$ cat src/lvc_pkg.sv
package lvc_pkg;

  // Widths of the request and result fields
  localparam int unsigned VIDX_W  = 16;
  localparam int unsigned COUNT_W = 32;

  localparam logic [COUNT_W-1:0] COUNT_MAX = {COUNT_W{1'b1}};

  typedef struct packed {
    logic [VIDX_W-1:0] vertex_index;
    logic              end_of_element;
    logic              restart;
  } in_req_t;

  typedef struct packed {
    logic               hit;
    logic [COUNT_W-1:0] miss_total;
    logic [COUNT_W-1:0] element_total;
  } out_res_t;

  // Control that every cell sees in the same cycle
  typedef struct packed {
    logic capture;   // compare the new index against the stored slot
    logic clear;     // empty the slot (restart with this request)
    logic commit;    // apply the move-to-front shift
  } cell_ctl_t;

endpackage

$ cat src/lvc_cell.sv
module lvc_cell #(
  parameter int unsigned INDEX_WIDTH = 16
) (
  input  logic                   clk,
  input  logic                   rst_n,
  input  lvc_pkg::cell_ctl_t     ctl,
  input  logic [INDEX_WIDTH-1:0] idx,
  input  logic [INDEX_WIDTH-1:0] prev_slot,
  input  logic                   prev_valid,
  input  logic                   seen_in,
  output logic                   seen_out,
  output logic [INDEX_WIDTH-1:0] slot_out,
  output logic                   valid_out
);

  logic [INDEX_WIDTH-1:0] slot_r;
  logic                   valid_r;
  logic                   match_r;
  logic                   shift;

  // Shift from the neighbor unless the hit lies ahead of this cell
  assign shift    = ~seen_in;
  assign seen_out = seen_in | match_r;

  // Latch the compare result for the commit cycle
  always_ff @(posedge clk) begin
    if (ctl.capture) begin
      match_r <= valid_r & ~ctl.clear & (slot_r == idx);
    end
  end

  // Hold valid bit; clear on restart, take neighbor's on shift
  always_ff @(posedge clk) begin
    if (!rst_n) begin
      valid_r <= 1'b0;
    end else if (ctl.capture && ctl.clear) begin
      valid_r <= 1'b0;
    end else if (ctl.commit && shift) begin
      valid_r <= prev_valid;
    end
  end

  // Advance slot contents on shift
  always_ff @(posedge clk) begin
    if (ctl.commit && shift) begin
      slot_r <= prev_slot;
    end
  end

  assign slot_out  = slot_r;
  assign valid_out = valid_r;

endmodule

$ cat src/lvc_chain.sv
module lvc_chain #(
  parameter int unsigned CACHE_DEPTH = 32,
  parameter int unsigned INDEX_WIDTH = 16
) (
  input  logic                   clk,
  input  logic                   rst_n,
  input  lvc_pkg::cell_ctl_t     ctl,
  input  logic [INDEX_WIDTH-1:0] idx,
  input  logic [INDEX_WIDTH-1:0] front_idx,
  output logic                   hit
);

  logic [INDEX_WIDTH-1:0] slot  [CACHE_DEPTH+1];
  logic                   valid [CACHE_DEPTH+1];
  logic                   seen  [CACHE_DEPTH+1];

  // Front of the row takes the new index
  assign slot[0]  = front_idx;
  assign valid[0] = 1'b1;
  assign seen[0]  = 1'b0;

  for (genvar k = 0; k < CACHE_DEPTH; k++) begin : g_cell
    lvc_cell #(
      .INDEX_WIDTH(INDEX_WIDTH)
    ) u_cell (
      .clk       (clk),
      .rst_n     (rst_n),
      .ctl       (ctl),
      .idx       (idx),
      .prev_slot (slot[k]),
      .prev_valid(valid[k]),
      .seen_in   (seen[k]),
      .seen_out  (seen[k+1]),
      .slot_out  (slot[k+1]),
      .valid_out (valid[k+1])
    );
  end

  // Oldest entry falls off the end; a match anywhere is a hit
  assign hit = seen[CACHE_DEPTH];

endmodule

$ cat src/lru_vertex_cache_miss_counter.sv
// The compare result is registered when a request is accepted; then, once the
// result register is free, the cache row shifts and the result register loads
// together, raising out_valid.
// A new request is accepted only after the previous one has finished its
// compare-then-shift pass through the row of cache cells; a waiting result
// holds the shift, so one more request is accepted and then in_ready stays low until out_ready.
// Reset: synchronous active-low rst_n empties the cache, zeroes both counts
// and drops any request in flight.
module lru_vertex_cache_miss_counter #(
  parameter int unsigned CACHE_DEPTH = 32,
  parameter int unsigned INDEX_WIDTH = 16
) (
  input  logic              clk,
  input  logic              rst_n,
  input  logic              in_valid,
  output logic              in_ready,
  input  lvc_pkg::in_req_t  in_data,
  output logic              out_valid,
  input  logic              out_ready,
  output lvc_pkg::out_res_t out_data
);

  logic                         busy_r;
  logic [INDEX_WIDTH-1:0]       idx_r;
  logic                         eoe_r;
  logic [lvc_pkg::COUNT_W-1:0]  miss_r;
  logic [lvc_pkg::COUNT_W-1:0]  elem_r;
  logic                         out_valid_r;
  lvc_pkg::out_res_t            out_data_r;
  logic [INDEX_WIDTH-1:0]       idx;
  logic                         accept;
  logic                         commit;
  logic                         hit;
  logic [lvc_pkg::COUNT_W-1:0]  miss_nxt;
  logic [lvc_pkg::COUNT_W-1:0]  elem_nxt;
  lvc_pkg::cell_ctl_t           ctl;

  // Keep the low index bits, zero-extend for a wider cache tag
  if (INDEX_WIDTH <= lvc_pkg::VIDX_W) begin : g_idx_trunc
    assign idx = in_data.vertex_index[INDEX_WIDTH-1:0];
  end else begin : g_idx_ext
    assign idx = {{(INDEX_WIDTH - lvc_pkg::VIDX_W){1'b0}}, in_data.vertex_index};
  end

  assign in_ready = ~busy_r;
  assign accept   = in_valid & in_ready;
  assign commit   = busy_r & (~out_valid_r | out_ready);

  assign ctl.capture = accept;
  assign ctl.clear   = in_data.restart;
  assign ctl.commit  = commit;

  lvc_chain #(
    .CACHE_DEPTH(CACHE_DEPTH),
    .INDEX_WIDTH(INDEX_WIDTH)
  ) u_chain (
    .clk      (clk),
    .rst_n    (rst_n),
    .ctl      (ctl),
    .idx      (idx),
    .front_idx(idx_r),
    .hit      (hit)
  );

  // Saturating count updates for the request in flight
  always_comb begin
    miss_nxt = miss_r;
    elem_nxt = elem_r;
    if (!hit && miss_r != lvc_pkg::COUNT_MAX) begin
      miss_nxt = miss_r + 1'b1;
    end
    if (eoe_r && elem_r != lvc_pkg::COUNT_MAX) begin
      elem_nxt = elem_r + 1'b1;
    end
  end

  // Hold the request fields for the commit cycle
  always_ff @(posedge clk) begin
    if (accept) begin
      idx_r <= idx;
      eoe_r <= in_data.end_of_element;
    end
  end

  // Track the request in flight and the counts
  always_ff @(posedge clk) begin
    if (!rst_n) begin
      busy_r <= 1'b0;
      miss_r <= '0;
      elem_r <= '0;
    end else begin
      if (accept) begin
        busy_r <= 1'b1;
        if (in_data.restart) begin
          miss_r <= '0;
          elem_r <= '0;
        end
      end else if (commit) begin
        busy_r <= 1'b0;
        miss_r <= miss_nxt;
        elem_r <= elem_nxt;
      end
    end
  end

  // Load the result register; drop it once taken
  always_ff @(posedge clk) begin
    if (!rst_n) begin
      out_valid_r <= 1'b0;
    end else if (commit) begin
      out_valid_r <= 1'b1;
    end else if (out_ready) begin
      out_valid_r <= 1'b0;
    end
  end

  always_ff @(posedge clk) begin
    if (commit) begin
      out_data_r.hit           <= hit;
      out_data_r.miss_total    <= miss_nxt;
      out_data_r.element_total <= elem_nxt;
    end
  end

  assign out_valid = out_valid_r;
  assign out_data  = out_data_r;

endmodule

$ cat config.mk
export PLATFORM = sky130hd
export DESIGN_NAME = lru_vertex_cache_miss_counter
export DESIGN_NICKNAME = d
export VERILOG_FILES = /design/src/lvc_pkg.sv /design/src/lvc_cell.sv /design/src/lvc_chain.sv /design/src/lru_vertex_cache_miss_counter.sv
export SDC_FILE = /design/constraint.sdc
export NUM_CORES = 1
export LEC_CHECK = 0
export ABC_AREA = 0
export BUFFER_PORTS_ARGS = -buffer_cell sky130_fd_sc_hd__buf_2
export CAP_MARGIN = 20
export CELL_PAD_IN_SITES_DETAIL_PLACEMENT = 2
export CELL_PAD_IN_SITES_GLOBAL_PLACEMENT = 2
export CORE_UTILIZATION = 41
export DETAILED_ROUTE_END_ITERATION = 12
export GPL_ROUTABILITY_DRIVEN = 0
export PLACE_DENSITY_LB_ADDON = 0.1
export SKIP_LAST_GASP = 1
export SYNTH_ARGS = -nofsm -noshare
export SYNTH_HDL_FRONTEND = slang
export SYNTH_SLANG_ARGS = --single-unit
$ cat constraint.sdc
create_clock -name clk -period 4.7 [get_ports clk]
set_clock_uncertainty 0.2 [all_clocks]
set_input_delay 0.235 -clock clk [delete_from_list [all_inputs] [get_ports clk]]
set_output_delay 0.235 -clock clk [all_outputs]
set_load 0.02 [all_outputs]
======== Word level (Yosys, flattened, before mapping) ========
Cells that the tools add are included.
storage, ports and cells
  output and inout port bits .............. 67
  word-level logic and storage cells ...... 325
  register bits ........................... 724
cells by class
  eq/ne operators ......................... 35
  bitwise operators ....................... 133
  reduce and logical (&&, ||, !) cells .... 39
  add/sub/neg operators ................... 2
  multiplexer cells ....................... 11
operator list
  operator                                        number
  equality test 16 bit                            32
  2-to-1 mux 32 bit                               7
  AND 1 bit                                       66
  adder 32 x 1 -> 32 bit (second input constant)  2
  != test 32 bit (second input constant)          2
  NOT 1 bit                                       35
  logical AND 1 bit                               34
  OR 1 bit                                        32
  2-to-1 mux 1 bit                                4
  nonzero test 2 bit                              2
  != test 2 bit (second input constant)           1
  AND reduction 2 bit                             1
  OR reduction 2 bit                              1
  logical NOT 1 bit                               1

======== Depth between registers and ports, before layout ========
  depth in word-level cells ............... 36
  mapped depth ............................ 10

======== Cells and area by module ========
Synthesis repeated with hierarchy kept, for this count alone.
unflattened totals
  cells, all modules ...................... 2095
  area, all modules ....................... 30722.0 um2
modules (own cells, without submodules)
  module                         cells an instance  area each (um2)  times used
  lvc_cell                       46                 749.5            32
  lru_vertex_cache_miss_counter  621                6731.5           1
  lvc_chain                      2                  7.5              1

======== Worst setup path after synthesis ========
No wires, ideal clock.
  path type ............................... flip-flop to flip-flop
  start ................................... register u_chain.g_cell[1].u_cell.match_r
  end ..................................... register u_chain.g_cell[22].u_cell.slot_r[0], enable pin
  data required time ...................... 4.070 ns
  path buffers ............................ 0
  data arrival time ....................... 4.023 ns
  slack ................................... 0.047 ns
  cell stages (with the launch flop) ...... 8
  clock period less this slack ............ 4.653 ns
  cells stage by stage .................... edfxtp_1 -> or4_1 -> or3_1 -> inv_2 -> nand2_1 -> inv_1 -> nand3_1 -> nor4_1
between the ends
  longest elaborated chain between the ends .. 23
RTL lines
  element                  RTL line        RTL
  from (decl)              lvc_cell.sv:18  logic match_r;
  from (signal assigned)   lvc_cell.sv:28  match_r <= valid_r & ~ctl.clear & (slot_r == idx);
  OR 1 bit (21 in series)  lvc_cell.sv:23  assign seen_out = seen_in | match_r;
  NOT 1 bit                lvc_cell.sv:22  assign shift = ~seen_in;
  logical AND 1 bit        lvc_cell.sv:45  if (ctl.commit && shift) begin
  to (signal assigned)     lvc_cell.sv:46  slot_r <= prev_slot;
  to (decl)                lvc_cell.sv:16  logic [INDEX_WIDTH-1:0] slot_r;
No other way between the ends.
A chain may end at the register's enable or synchronous reset.

======== Worst setup path in the final report ========
  start ................................... register u_chain.g_cell[1].u_cell.match_r
  end ..................................... register u_chain.g_cell[19].u_cell.slot_r[1], enable pin
between the ends
  longest elaborated chain between the ends .. 20
RTL lines
  element                  RTL line
  OR 1 bit (18 in series)  lvc_cell.sv:23
  NOT 1 bit                lvc_cell.sv:22
  logical AND 1 bit        lvc_cell.sv:45
  to (signal assigned)     lvc_cell.sv:46
  to (decl)                lvc_cell.sv:16
No other way between the ends.

==> flow_metrics.py <==
metrics = {
    "outcome": {
        "status": "finished with violations",
        "failed_checks": "design-rule violations",
    },
    "synthesis": {
        "synth.most_common_cell": "sky130_fd_sc_hd__edfxtp_1",
        "postSynth.asyncResetShare_pct": 0,
        "netlist_top_cells_count": "sky130_fd_sc_hd__edfxtp_1 (626), sky130_fd_sc_hd__xor2_1 (340), sky130_fd_sc_hd__xnor2_1 (234)",
        "edff_count_synth": 626,
        "post_synth.cell_area_avg_sq_um": 14.3,
        "mappedNetlistArea_sq_um": 30500,
        "synth.top_cell.area_share_pct": 61.7,
        "synth_flop_cell": "sky130_fd_sc_hd__edfxtp_1",
        "post_synth_inst_count": 2130,
        "yosysUniqueCellTypes": 57,
        "synth-seq-cells": 724,
        "synth.area.top_cells": "sky130_fd_sc_hd__edfxtp_1 (62%), sky130_fd_sc_hd__xor2_1 (9.8%), sky130_fd_sc_hd__xnor2_1 (6.7%), sky130_fd_sc_hd__dfxtp_1 (6.4%), sky130_fd_sc_hd__nor4_1 (2.1%)",
        "synthesis.nets": 2154,
        "synth.yosys.warnings": 0,
        "synth_seq_area_share_pct": 68.2,
        "synthDominantAreaCellType": "sky130_fd_sc_hd__edfxtp_1",
    },
    "final_layout": {
        "multi_input_comb_area_sq_um": 9260,
        "n_antenna_cell": 0,
        "nets": 2296,
        "flow.area_growth_from_synthesis_pct": 15.0,
        "register_area_sq_um": 20800,
        "fillCellCount": 6852,
        "layout-drive-gt1-share_pct": 13.0,
    },
    "sta": {
        "final_worst_path_setup_slack_ps": 799,
        "finalMaxSlewViolations": 0,
        "post-route-min-period_ps": 3900,
        "max_frequency_ghz": 0.256,
        "slew-limit-headroom_pct": 27.0,
        "final_hold_viol_count": 0,
        "worstMarginPinSlew_ps": 1090,
        "rsz0062_at_grt": "no",
        "number_of_setup_violations_in_the_final_report": 0,
        "timing.setup.tns_ps": 0,
        "min_period_over_period_pct": 83.0,
    },
    "cts": {
        "cts-root-buf": "sky130_fd_sc_hd__clkbuf_16",
        "path_clk_slew_ps": 60,
        "clock_tree_from_tritoncts": "yes",
        "clk-insertion-delay-late_ps": 620,
        "cts_resized": 0,
        "htreeDepth": 3,
        "numClockSinks": 724,
        "cts_made_buffers": 81,
        "clock_path_buffers": 3,
    },
    "critical_path": {
        "critPathMaxFanout": 22,
        "critical_path_source_type": "flop",
        "worst_ep_arrival_time_ps": 3920,
        "timing.setup.critical_path_class": "reg2reg",
        "cp_data_required_time_ps": 4720,
        "critical_path.endpoint_type": "flop",
    },
    "worst_hold_path": {
        "hold_class": "in2reg",
    },
    "route": {
        "avgViaCountPerCell": 5.57,
        "drt-wirelength-per-cell_um": 27.5,
        "via_count": 18400,
        "final_wirelength_um": 90500,
        "detail_route.first_pass.iterations": 8,
        "drc": 16,
        "antenna_violating_nets_post_route": 0,
        "detail_route.iter0.violations": 1171,
    },
    "floorplan": {
        "core_sq_um": 73200,
        "design.die.area_sq_um": 75400,
        "pin_count": 89,
        "die_x_um": 275,
        "start_util_pct": 41.6,
        "floorplan.rows": 99,
        "die_height_um": 275,
    },
    "global_route": {
        "grt_pass1_vias": 20100,
        "grt_start_max_net_pins": 60,
        "grt_first_pass_wirelength_um": 134000,
        "gr-usage-all-layers_pct": 24.2,
        "initial_antenna_violation_count": 2,
        "global_route.overflow_total": 0,
    },
    "placed_design": {
        "io_buffers": 88,
        "dp_hpwl_um": 60200,
        "place_ws_ps": 706,
    },
    "power_and_ir_drop": {
        "worst_ir_drop_vdd_uv": 272,
        "powerDensity_nw_per_um2": 399,
        "leakage_nw": 11.6,
    },
    "job": {
        "drv.max_cap_violation_count": 0,
    },
}
state kept, by name, indices dropped and copies added (netlist names):
name,cells
u_chain.g_cell.u_cell.slot_out,512
out_valid,1
idx_r,16
eoe_r,1
out_data,65
busy_r,1
u_chain.g_cell.u_cell.valid_out,32
miss_r,32
u_chain.g_cell.u_cell.match_r,32
elem_r,32
logic make-up after synthesis:
kind of cell               after synthesis  synth area share [%]
DFF                                    724                  68.2
xor gates and xnor gates               574                  16.5
and+or+nand+nor                        510                  9.41
AOI/OAI and AO/OA                      161                  3.34
buffers and inverters                  135                  1.70
muxes                                   24                 0.797
adders and majority gates                2                0.0822
stage by stage:
| step | cell area, sq um | hold slack (ps) | power, mW | instances | utilization (%) |
|---|---|---|---|---|---|
| floorplan | 30500 | 134 | 7.59 | 2130 | - |
| global placement | 32400 | 201 | 7.84 | 3139 | 44.2 |
| detailed placement | 32400 | 207 | 7.88 | 3140 | 44.2 |
| CTS | 35000 | 16.8 | 14.1 | 3294 | 47.8 |
| global route | 35000 | 26.6 | 14.4 | 3294 | 47.8 |
| finish | 35000 | 33.9 | 14.0 | 3294 | 47.8 |
path summary, 6_finish.rpt:
check,from,slack [ps],end,depth (start not counted)
worst max register to register,u_chain.g_cell[1].u_cell.match_r,800,u_chain.g_cell[19].u_cell.slot_out[1],7
worst min register to register,idx_r[5],220,u_chain.g_cell[0].u_cell.slot_out[5],0
worst min-delay path,in_data[7],30,idx_r[5],2
worst max-delay path,u_chain.g_cell[1].u_cell.match_r,800,u_chain.g_cell[19].u_cell.slot_out[1],7
report_power, final:
group	switching [mW]	internal [mW]
Combinational	0.482	0.219
Clock	2.56	3.65
Sequential	0.0530	7.00
Total	3.10	10.9
routing by layer:
layer | GRT usage, % | part of all wire (%)
met5 | 0 | 0.032
met2 | 41.7 | 50
met4 | 6.90 | 2.5
met3 | 3.12 | 3.5
met1 | 32.0 | 44
layout make-up:
cell class                 instances  area share, %
clock buffer                     125           6.82
inverter                          24          0.261
multi-input combinational       1271           26.5
timing repair buffer             170           3.25
sequential                       724           59.3
tap                              959           3.43
clock inverter                    21          0.511
critical path: stages (launching register included):
cell and delay, ps:
sky130_fd_sc_hd__edfxtp_1 430, sky130_fd_sc_hd__or4_1 590, sky130_fd_sc_hd__or3_1 420, sky130_fd_sc_hd__inv_2 420
sky130_fd_sc_hd__nand2_1 310, sky130_fd_sc_hd__inv_1 150, sky130_fd_sc_hd__nand3_1 350, sky130_fd_sc_hd__inv_1 630
cells in the final DEF, fill, tap and decap left out, types with 5 or more instances in the layout:
cell type	Yosys	final
sky130_fd_sc_hd__a21oi_1	32	32
sky130_fd_sc_hd__a22o_1	8	8
sky130_fd_sc_hd__a31oi_1	21	21
sky130_fd_sc_hd__a41oi_1	5	5
sky130_fd_sc_hd__and2_1	13	13
sky130_fd_sc_hd__and3_1	14	13
sky130_fd_sc_hd__and4_1	6	6
sky130_fd_sc_hd__buf_12	0	5
sky130_fd_sc_hd__buf_2	6	88
sky130_fd_sc_hd__buf_4	0	69
sky130_fd_sc_hd__clkbuf_1	63	29
sky130_fd_sc_hd__clkbuf_16	0	85
sky130_fd_sc_hd__clkbuf_8	0	11
sky130_fd_sc_hd__clkinv_1	1	7
sky130_fd_sc_hd__clkinv_2	0	10
sky130_fd_sc_hd__dfxtp_1	98	98
sky130_fd_sc_hd__dlygate4sd3_1	0	8
sky130_fd_sc_hd__edfxtp_1	626	626
sky130_fd_sc_hd__inv_1	21	21
sky130_fd_sc_hd__mux2i_1	22	22
sky130_fd_sc_hd__nand2_1	79	78
sky130_fd_sc_hd__nand3_1	61	61
sky130_fd_sc_hd__nand4_1	65	65
sky130_fd_sc_hd__nand4b_1	10	10
sky130_fd_sc_hd__nor2_1	62	61
sky130_fd_sc_hd__nor3_1	27	17
sky130_fd_sc_hd__nor3_2	0	10
sky130_fd_sc_hd__nor4_1	102	99
sky130_fd_sc_hd__nor4b_1	26	26
sky130_fd_sc_hd__o211ai_1	6	6
sky130_fd_sc_hd__o21ai_0	48	48
sky130_fd_sc_hd__o31ai_1	16	16
sky130_fd_sc_hd__or3_1	18	18
sky130_fd_sc_hd__or4_1	7	7
sky130_fd_sc_hd__xnor2_1	234	234
sky130_fd_sc_hd__xor2_1	340	340
repair_timing:
action / in CTS / in global routing
hold buffers: 8 / 0
buffers inserted: 0 / 0
endpoints found under the hold margin: 8 / 0
(Power assumes the default switching activity.)
